**src/rtl/tdpt_pkg.sv**
```systemverilog
`default_nettype none

package tdpt_pkg;

    localparam int VALUE_BITS  = 32;
    localparam int STEP_BITS   = 4;
    localparam int DIV_CYCLES  = (VALUE_BITS + STEP_BITS - 1) / STEP_BITS;
    localparam int PAD_BITS    = DIV_CYCLES * STEP_BITS;
    localparam int DIV_BITS    = VALUE_BITS / 2 + 2;
    localparam int SQ_BITS     = VALUE_BITS + 1;
    localparam int CNT_BITS    = $clog2(DIV_CYCLES);
    localparam int QUEUE_DEPTH = 2;
    localparam int PTR_BITS    = $clog2(QUEUE_DEPTH);

    localparam int FIRST_DIVISOR = 3;

    typedef struct packed {
        logic                  decided;
        logic                  verdict;
        logic [VALUE_BITS-1:0] value;
    } t_entry;

    typedef struct packed {
        logic   push;
        t_entry entry;
    } t_push;

endpackage

`default_nettype wire

```
**src/rtl/tdpt_front.sv**
```systemverilog
`default_nettype none

module tdpt_front
    import tdpt_pkg::*;
(
    input  wire logic                  i_clk,
    input  wire logic                  i_rst_n,
    input  wire logic                  i_start,
    input  wire logic [VALUE_BITS-1:0] i_candidate,
    input  wire logic                  i_full,
    output      logic                  o_busy,
    output      t_push                 o_push
);

    logic [VALUE_BITS-1:0] v;

    assign v      = i_candidate;
    assign o_busy = i_full || !i_rst_n;

    always_comb begin
        o_push.push          = i_start && !o_busy;
        o_push.entry.value   = v;
        o_push.entry.decided = 1'b1;
        o_push.entry.verdict = 1'b0;
        priority if (v[VALUE_BITS-1]) begin
            o_push.entry.verdict = 1'b0;
        end else if (v <= VALUE_BITS'(1)) begin
            o_push.entry.verdict = 1'b0;
        end else if (v == VALUE_BITS'(2)) begin
            o_push.entry.verdict = 1'b1;
        end else if (!v[0]) begin
            o_push.entry.verdict = 1'b0;
        end else begin
            o_push.entry.decided = 1'b0;
        end
    end

    // sign bit set means negative, never prime
    assert property (@(posedge i_clk) disable iff (!i_rst_n)
        (o_push.push && i_candidate[VALUE_BITS-1]) |->
            (o_push.entry.decided && !o_push.entry.verdict))
        else $error("negative candidate not rejected");

endmodule

`default_nettype wire

```
**src/rtl/tdpt_queue.sv**
```systemverilog
`default_nettype none

module tdpt_queue
    import tdpt_pkg::*;
(
    input  wire logic   i_clk,
    input  wire logic   i_rst_n,
    input  wire t_push  i_push,
    input  wire logic   i_pop,
    output      t_entry o_head,
    output      logic   o_empty,
    output      logic   o_full
);

    t_entry              r_mem [QUEUE_DEPTH];
    logic [PTR_BITS-1:0] r_wr;
    logic [PTR_BITS-1:0] r_rd;
    logic [PTR_BITS:0]   r_count;

    assign o_head  = r_mem[r_rd];
    assign o_empty = (r_count == '0);
    assign o_full  = (r_count == (PTR_BITS+1)'(QUEUE_DEPTH));

    always_ff @(posedge i_clk) begin
        if (i_push.push) begin
            r_mem[r_wr] <= i_push.entry;
        end
    end

    always_ff @(posedge i_clk) begin
        if (!i_rst_n) begin
            r_wr    <= '0;
            r_rd    <= '0;
            r_count <= '0;
        end else begin
            if (i_push.push) begin
                r_wr <= r_wr + PTR_BITS'(1);
            end
            if (i_pop) begin
                r_rd <= r_rd + PTR_BITS'(1);
            end
            unique case ({i_push.push, i_pop})
                2'b10:   r_count <= r_count + (PTR_BITS+1)'(1);
                2'b01:   r_count <= r_count - (PTR_BITS+1)'(1);
                default: r_count <= r_count;
            endcase
        end
    end

    assert property (@(posedge i_clk) disable iff (!i_rst_n)
        i_pop |-> !o_empty)
        else $error("pop from empty queue");

    assert property (@(posedge i_clk) disable iff (!i_rst_n)
        i_push.push |-> !o_full)
        else $error("push into full queue");

endmodule

`default_nettype wire

```
**src/rtl/tdpt_back.sv**
```systemverilog
`default_nettype none

module tdpt_back
    import tdpt_pkg::*;
(
    input  wire logic   i_clk,
    input  wire logic   i_rst_n,
    input  wire t_entry i_head,
    input  wire logic   i_empty,
    output      logic   o_pop,
    output      logic   o_done,
    output      logic   o_is_prime
);

    typedef enum logic [1:0] {
        S_IDLE,
        S_CHECK,
        S_DIV
    } t_state;

    t_state                r_state;
    logic [VALUE_BITS-1:0] r_value;
    logic [DIV_BITS-1:0]   r_div;
    logic [SQ_BITS-1:0]    r_sq;
    logic [PAD_BITS-1:0]   r_shift;
    logic [DIV_BITS-1:0]   r_rem;
    logic [CNT_BITS-1:0]   r_cnt;
    logic                  r_done;
    logic                  r_is_prime;

    logic [DIV_BITS-1:0]   n_rem;
    logic [PAD_BITS-1:0]   n_shift;
    logic [DIV_BITS:0]     rem_s;
    logic [SQ_BITS-1:0]    n_sq;
    logic                  last_step;

    assign o_pop      = (r_state == S_IDLE) && !i_empty;
    assign o_done     = r_done;
    assign o_is_prime = r_is_prime;
    assign last_step  = (r_cnt == CNT_BITS'(DIV_CYCLES - 1));
    // (d+2)^2 = d^2 + 4d + 4
    assign n_sq = r_sq + SQ_BITS'({r_div, 2'b00}) + SQ_BITS'(4);

    // STEP_BITS restoring-remainder steps per cycle
    always_comb begin
        n_rem   = r_rem;
        n_shift = r_shift;
        rem_s   = '0;
        for (int k = 0; k < STEP_BITS; k++) begin
            rem_s   = {n_rem, n_shift[PAD_BITS-1]};
            n_shift = n_shift << 1;
            if (rem_s >= {1'b0, r_div}) begin
                rem_s = rem_s - {1'b0, r_div};
            end
            n_rem = rem_s[DIV_BITS-1:0];
        end
    end

    always_ff @(posedge i_clk) begin
        if (!i_rst_n) begin
            r_state    <= S_IDLE;
            r_done     <= 1'b0;
            r_is_prime <= 1'b0;
        end else begin
            r_done <= 1'b0;
            unique case (r_state)
                S_IDLE: begin
                    if (!i_empty) begin
                        r_value <= i_head.value;
                        r_div   <= DIV_BITS'(FIRST_DIVISOR);
                        r_sq    <= SQ_BITS'(FIRST_DIVISOR * FIRST_DIVISOR);
                        if (i_head.decided) begin
                            r_done     <= 1'b1;
                            r_is_prime <= i_head.verdict;
                        end else begin
                            r_state <= S_CHECK;
                        end
                    end
                end
                S_CHECK: begin
                    if (r_sq > {1'b0, r_value}) begin
                        r_done     <= 1'b1;
                        r_is_prime <= 1'b1;
                        r_state    <= S_IDLE;
                    end else begin
                        r_shift <= PAD_BITS'(r_value);
                        r_rem   <= '0;
                        r_cnt   <= '0;
                        r_state <= S_DIV;
                    end
                end
                S_DIV: begin
                    r_rem   <= n_rem;
                    r_shift <= n_shift;
                    r_cnt   <= r_cnt + CNT_BITS'(1);
                    if (last_step) begin
                        if (n_rem == '0) begin
                            r_done     <= 1'b1;
                            r_is_prime <= 1'b0;
                            r_state    <= S_IDLE;
                        end else begin
                            r_div   <= r_div + DIV_BITS'(2);
                            r_sq    <= n_sq;
                            r_state <= S_CHECK;
                        end
                    end
                end
                default: r_state <= S_IDLE;
            endcase
        end
    end

    assert property (@(posedge i_clk) disable iff (!i_rst_n)
        (r_state == S_DIV) |-> (r_div[0] && r_rem < r_div))
        else $error("divisor even or remainder out of range");

    assert property (@(posedge i_clk) disable iff (!i_rst_n)
        (r_state == S_DIV) |-> (r_sq <= {1'b0, r_value}))
        else $error("dividing past the square-root bound");

endmodule

`default_nettype wire

```
**src/rtl/trial_division_prime_test_top.sv**
```systemverilog
// Primality test by trial division. Raise i_start with a signed candidate while
// o_busy is low; o_done pulses for one cycle with o_is_prime, one per transaction,
// in order, and cannot be held off. Negative, zero, one, two and even candidates
// are settled in the front end and answered when the back end takes them from
// the queue. Odd candidates of 3 or more are divided by 3, 5, 7 and so on up to the
// square root; each divisor passes S_CHECK and then S_DIV, which takes 4
// remainder bits per cycle, so a 32-bit prime near the top of the range takes
// about 23170 divisors. A two-entry queue lets the front accept up to two
// transactions while the divider is busy; o_busy is high when that queue is full
// and while reset is held.
`default_nettype none

module trial_division_prime_test_top
    import tdpt_pkg::*;
(
    input  wire logic                  i_clk,
    input  wire logic                  i_rst_n,
    input  wire logic                  i_start,
    input  wire logic [VALUE_BITS-1:0] i_candidate,
    output      logic                  o_busy,
    output      logic                  o_done,
    output      logic                  o_is_prime
);

    t_push  push;
    t_entry head;
    logic   empty;
    logic   full;
    logic   pop;

    tdpt_front u_front (
        .i_clk       (i_clk),
        .i_rst_n     (i_rst_n),
        .i_start     (i_start),
        .i_candidate (i_candidate),
        .i_full      (full),
        .o_busy      (o_busy),
        .o_push      (push)
    );

    tdpt_queue u_queue (
        .i_clk   (i_clk),
        .i_rst_n (i_rst_n),
        .i_push  (push),
        .i_pop   (pop),
        .o_head  (head),
        .o_empty (empty),
        .o_full  (full)
    );

    tdpt_back u_back (
        .i_clk      (i_clk),
        .i_rst_n    (i_rst_n),
        .i_head     (head),
        .i_empty    (empty),
        .o_pop      (pop),
        .o_done     (o_done),
        .o_is_prime (o_is_prime)
    );

endmodule

`default_nettype wire

```
**config.mk**
```make
export PLATFORM = sky130hd
export DESIGN_NAME = trial_division_prime_test_top
export DESIGN_NICKNAME = d
export VERILOG_FILES = /design/src/rtl/tdpt_pkg.sv /design/src/rtl/tdpt_front.sv /design/src/rtl/tdpt_queue.sv /design/src/rtl/tdpt_back.sv /design/src/rtl/trial_division_prime_test_top.sv
export SDC_FILE = /design/constraint.sdc
export NUM_CORES = 1
export LEC_CHECK = 0
export ABC_AREA = 1
export BUFFER_PORTS_ARGS = -buffer_cell sky130_fd_sc_hd__buf_2
export CORE_MARGIN = 3
export CORE_UTILIZATION = 58
export DETAILED_ROUTE_END_ITERATION = 8
export PLACE_DENSITY = 0.79
export SYNTH_ARGS = -nofsm -noshare
export SYNTH_HDL_FRONTEND = slang
export SYNTH_SLANG_ARGS = --single-unit
```
**constraint.sdc**
```tcl
create_clock -name i_clk -period 11 [get_ports i_clk]
set_input_delay 1.65 -clock i_clk [delete_from_list [all_inputs] [get_ports i_clk]]
set_output_delay 1.65 -clock i_clk [all_outputs]
set_load 0.01 [all_outputs]
```
-- After elaboration in Yosys (flattened, before gate mapping)
Memories as Yosys holds them, arrays and structs flattened. A register that Yosys moved wholly into a read port is not among the register bits.
Index checks and enable logic that the tools add are counted.
- output and inout port bits: 3
- RAM bits: 68
- bits in registers: 144
- input bits: 35
- memories: 1
- add/sub/neg operators: 12
- muxes and demuxes: 48
- order comparisons: 6
- bitwise logic cells: 1
- eq/ne operators: 15
- reduce and logical (&&, ||, !) cells: 18
- memories (memory ; words ; bits a word ; read ports ; clocked after Yosys merged registers in ; wr ports ; RTL line ; text):
    u_queue.r_mem ; 2 ; 34 ; 1 ; 1 ; 1 ; tdpt_queue.sv:15 ; t_entry r_mem [QUEUE_DEPTH];
- operators by type and width (cell ; number):
    2-to-1 mux 18 bit ; 8
    2-to-1 mux 33 bit ; 3
    >= comparator 19 x 18 -> 1 bit ; 4
    one-hot mux 18 bit (2 select lines) ; 2
    subtractor 18 bit ; 4
    one-hot mux 33 bit (2 select lines) ; 1
    one-hot mux 32 bit (2 select lines) ; 1
    adder 33 x 20 -> 33 bit ; 1
    adder 33 x 3 -> 33 bit (second input constant) ; 1
    greater-than comparator 33 x 32 -> 1 bit ; 1
    equality test 32 x 2 -> 1 bit (second input constant) ; 1
    <= comparator 32 x 1 -> 1 bit (second input constant) ; 1
    2-to-1 mux 32 bit ; 1
    2-to-1 mux 1 bit ; 22
    adder 18 x 2 -> 18 bit (second input constant) ; 1
    logical NOT 18 bit ; 1
    inequality test 2 bit (second input constant) ; 5
    AND reduction 3 bit ; 3
    2-to-1 mux 2 bit ; 4
    equality test 2 bit (second input constant) ; 3
    inequality test 2 x 1 -> 1 bit (second input constant) ; 3
    one-hot mux 1 bit (3 select lines) ; 2
    one-hot mux 2 bit (3 select lines) ; 1
    one-hot mux 3 bit (2 select lines) ; 1
    other kinds (17) ; 25

-- Logic depth before layout (Yosys ltp)
- depth in word-level cells: 12
- gate-level depth with buffers: 69

-- Modules after synthesis
A second synthesis with hierarchy kept.
- cell total of the unflattened synthesis: 1680
- area, all modules: 14860.5 um^2
- modules (own cells, without submodules) (module ; area each (um^2) ; times used ; seq. area each (um^2) ; cells an instance):
    tdpt_back ; 11624.9 ; 1 ; 4043.9 ; 1470
    tdpt_queue ; 2835.2 ; 1 ; 2142.1 ; 141
    tdpt_front ; 400.4 ; 1 ; 0.0 ; 69

-- Least setup slack after synthesis
OpenSTA, ideal clock, no wires.
- path kind: reg2reg
- start: register u_back.r_div[1]
- end: register u_back.r_div[10], enable pin
- data required time: 10.557 ns
- clock period less this slack: 9.929 ns
- stages on the path, launching flop included: 63
- setup slack: 1.071 ns
- arrival time: 9.485 ns
- path through: edfxtp_1 -> inv_1 -> ha_1 -> nand3_1 -> nand3_1 -> nand3_1 -> nand3_1 -> nand3_2 -> nand2_4 -> buf_2 -> or2_2 -> nand2_1 -> inv_1 -> ha_1 -> nand2_1 -> inv_1 -> nand2_1 -> inv_1 -> (+27 left out) -> nand2_1 -> a31oi_1 -> o21ai_1 -> nand3_1 -> nand2_1 -> nand2_1 -> nand2_1 -> a21oi_2 -> nand3_4 -> buf_6 -> o21ai_1 -> nor2_1 -> nand2_1 -> nor2_1 -> nand2_1 -> nand2_2 -> nand2_1 -> nor3b_2
- word-level cells in the longest chain between the ends: 11
- elaborated cells between the ends (all ways): 15
- ends and longest elaborated chain (item ; RTL line ; text):
    start, declared ; tdpt_back.sv:23 ; logic [DIV_BITS-1:0] r_div;
    start signal, assigned ; tdpt_back.sv:70 ; r_div <= DIV_BITS'(FIRST_DIVISOR);
    start signal, assigned ; tdpt_back.sv:102 ; r_div <= r_div + DIV_BITS'(2);
    subtractor 18 bit / >= comparator 19 x 18 -> 1 bit (equally long branches) ; tdpt_back.sv:53, tdpt_back.sv:52 ;
    2-to-1 mux 18 bit ; tdpt_back.sv:52 ; if (rem_s >= {1'b0, r_div}) begin
    subtractor 18 bit / >= comparator 19 x 18 -> 1 bit (equally long branches) ; tdpt_back.sv:53, tdpt_back.sv:52 ;
    2-to-1 mux 18 bit ; tdpt_back.sv:52 ;
    subtractor 18 bit / >= comparator 19 x 18 -> 1 bit (equally long branches) ; tdpt_back.sv:53, tdpt_back.sv:52 ;
    2-to-1 mux 18 bit ; tdpt_back.sv:52 ;
    subtractor 18 bit / >= comparator 19 x 18 -> 1 bit (equally long branches) ; tdpt_back.sv:53, tdpt_back.sv:52 ;
    2-to-1 mux 18 bit (*) ; tdpt_back.sv:52 ;
    logical NOT 18 bit (*) ; tdpt_back.sv:97 ; if (n_rem == '0) begin
    inequality test 2 bit (no source line) (*) ; -- ;
    AND reduction 5 bit (no source line) (*) ; -- ;
Every way passes the cells marked *; elsewhere a longest branch is shown, timed or not.
A chain may end at the register's enable or synchronous reset.

-- Final worst setup path
- start: register u_back.r_div[7]
- end: register u_back.r_div[12], enable pin
The elaborated chain is that of the path after synthesis.

==> run_results.csv <==
group,metric,value,unit
run_status,status,"completed",
logic_synthesis,synth_cell_types,50,
global_route,busiest_layer,"met2",
timing,finalCriticalPeriod,10010,ps
drt,vias,11900,
timing,drv_slew,0,
place,io_buffers,37,
logic_synthesis,synthSimpleGateAreaFrac,0.219,
logic_synthesis,synthFlopType,"edfxtp_1",
clock_network,clk_latency,520,ps
logic_synthesis,synth_area_leaders,"edfxtp_1, nand2_1, ha_1, inv_1, a21oi_1",
logic_synthesis,ys_warn_count,0,
timing,hold_viol,0,
die,dieArea,27000,um2
flow_run,maxCapViolCount,0,
logic_synthesis,syn_nets,1913,
setup_path,start_kind,"flop",
layout,syn_to_final_growth,9.16,%
global_route,track_usage,0.270,
die,initial_core_util,0.594,
timing,tightest_slew,963,ps
setup_path,criticalPathCategory,"flop to flop",
worst_hold_path,hold_class,"flop to flop",
setup_path,max_stage_delay,440,ps
setup_path,cp_slowest_cell,"edfxtp_1",
logic_synthesis,syn-instance-count,1730,
logic_synthesis,syn-cell-area,14500,um2
global_route,gr-total-overflow,0,
drt,via_per_inst,5.60,
setup_path,cp-end-kind,"flop",
setup_path,cp.required,11180,ps
logic_synthesis,synth_top_area_cell,"edfxtp_1",
drt,wl_per_cell,17.0,um
setup_path,cp_common_cell,"nand2_1",
logic_synthesis,yosys-top-cells-count,"nand2_1, inv_1, edfxtp_1",
logic_synthesis,synth_top_family_by_area,"simple AND/OR/NAND/NOR gates",
drt,antenna_left,0,
setup_path,path_delay_family,"simple AND/OR/NAND/NOR gates",
layout,layout-drive-gt1-share,0.0808,
logic_synthesis,synth_seq_area_share,0.426,
logic_synthesis,synth-compound-area-share,0.123,
logic_synthesis,synth-xor-area-share,0.0349,
global_route,grt_start_max_net_pins,90,
timing,maxSlewHeadroom,0.342,
global_route,grt_antenna_before_repair,0,
clock_network,cts-root-buf,"clkbuf_16",
logic_synthesis,syn-mean-instance-area,8.39,um2
setup_path,cp_max_fo,47,
logic_synthesis,synth_fa_ha_area_frac,0.130,
die,coreArea,24500,um2
timing,setup_viol,0,
setup_path,worst-path-buf-inv,9,
drt,drtPass1Iterations,5,
logic_synthesis,async_reset_ff_frac,0,
clock_network,cts_sinks,209,
layout,num_antenna_cells,0,
timing,fmax,0.0999,GHz
timing,fin_tns_setup,0,ps
layout,fin_util,0.648,
logic_synthesis,yosysMostFrequentCell,"nand2_1",
drt,routed_wl,36000,um
clock_network,ctsHtreeMaxLevel,1,
setup_path,arrival,10200,ps
global_route,use_met2,0.458,
die,die_w,164,um
clock_network,cts_tree,"done",
logic_synthesis,synth_top_cell_area_share,0.414,
clock_network,clockBufferDepth,3,
die,die_y,164,um
drt,drc,0,
timing,period_share,0.910,
clock_network,path_clk_slew,60,ps
logic_synthesis,synth-edff-count,200,
clock_network,holdBufCountCts,0,
global_route,grt_pass1_vias,11400,
global_route,grt_util_met3,0.0219,
timing,skew,13.2,ps
clock_network,cts_buffers,22,
global_route,grtUsageMet1,0.353,
layout,fin_nets,1962,
global_route,grt_pass1_wl,57400,um
place,dp_hpwl,27400,um
die,io_pins,38,
die,rows,57,
timing,rsz0062_at_grt,"false",
logic_synthesis,ys_ff_latch,209,
place,place.gp.congestion,0.986,
drt,initialDrtViolationCount,915,
logic_synthesis,synth.area.mux_share,0.000689,
[per-stage QoR]
stage / cell area, um2 / hold WS, ps / instances / worst slack [ps]
final: 15900 / 454 / 2118 / 988
after global routing: 15900 / 475 / 2118 / 60.0
after CTS: 15800 / 455 / 2114 / 702
after detailed placement: 15100 / 445 / 2075 / 734
after global placement: 15100 / 436 / 2075 / 879
after floorplan: 14500 / 425 / 1730 / 1070
[state kept, by name (all words and copies together), names as in the netlist, named ones only]
| signal | count |
|---|---|
| u_back.o_is_prime | 1 |
| u_queue.r_count | 2 |
| u_back.o_done | 1 |
| u_back.r_state | 2 |
| u_back.r_shift | 32 |
| u_back.r_div | 17 |
| u_queue.r_wr | 1 |
| u_back.r_sq | 30 |
| u_back.r_value | 32 |
| u_back.r_cnt | 3 |
| u_queue.r_rd | 1 |
| u_back.r_rem | 18 |
| u_queue.r_mem | 68 |
[final cells by class]
type	count	area, um2
fill	2039	8610
multi-input combinational	1275	7390
sequential	209	6190
inverter	216	817
clock buffer	24	558
tap	324	405
timing repair buffer	55	333
clock inverter	15	160
[worst reg2reg max path, delay by kind of cell (launching register included)]
kind / cells / cell delay (ps)
compound gates: 9 / 1790
simple gates: 38 / 4630
flops: 1 / 440
fa+ha+maj: 4 / 1400
buf+inv: 9 / 1380
[cells in the final DEF, fill, tap and decap left out, drive strengths merged]
cell / instances
nand2: 495
inv: 216
edfxtp: 200
a21oi: 144
ha: 143
nor2: 116
o21ai: 115
nand3: 64
buf: 55
xor2: 38
nor3: 28
clkbuf: 24
nand4: 19
xnor2: 19
o21a: 17
clkinv: 12
a31oi: 11
nor4: 10
dfxtp: 9
o21bai: 8
or2: 8
a21o: 6
a211oi: 6
a21boi: 5
fa: 5
o31ai: 4
o211ai: 3
nand3b: 2
o41ai: 2
bufinv: 2
a31o: 1
o2111ai: 1
clkinvlp: 1
a2111oi: 1
nor3b: 1
or4: 1
mux2i: 1
and3: 1
[cells by family after synthesis]
logic type / Yosys count
AO/OA/AOI/OAI: 324
XOR/XNOR: 57
adder cells (fa/ha/maj): 148
buffers and inverters: 246
flip-flops: 209
multiplexers: 1
AND/OR/NAND/NOR: 745
[layer usage]
layer,vias to the layer above,share of wire,wire length (um)
li1,5962,-,-
met3,96,0.050,1790
met5,-,0,0
met1,5451,0.42,15100
met2,350,0.48,17200
met4,0,0.054,1930
[path summary, 6_finish.rpt]
check | startpoint | to | slack [ps] | cells after the start
worst max-delay path | u_back.r_div[7] | u_back.r_div[12] | 990 | 60
worst min-delay path | u_queue.r_rd | u_queue.r_rd | 450 | 1
worst max register to register | u_back.r_div[7] | u_back.r_div[12] | 990 | 60
worst min register to register | u_queue.r_rd | u_queue.r_rd | 450 | 1
[what timing repair did]
item	4_1_cts	5_1_grt
resized for setup	0	5
setup endpoints to repair	0	47
buffers inserted	0	4
Power is left out: the tool's default activity adds up to more than one toggle a clock period on the data nets, which glitch-free logic cannot reach.
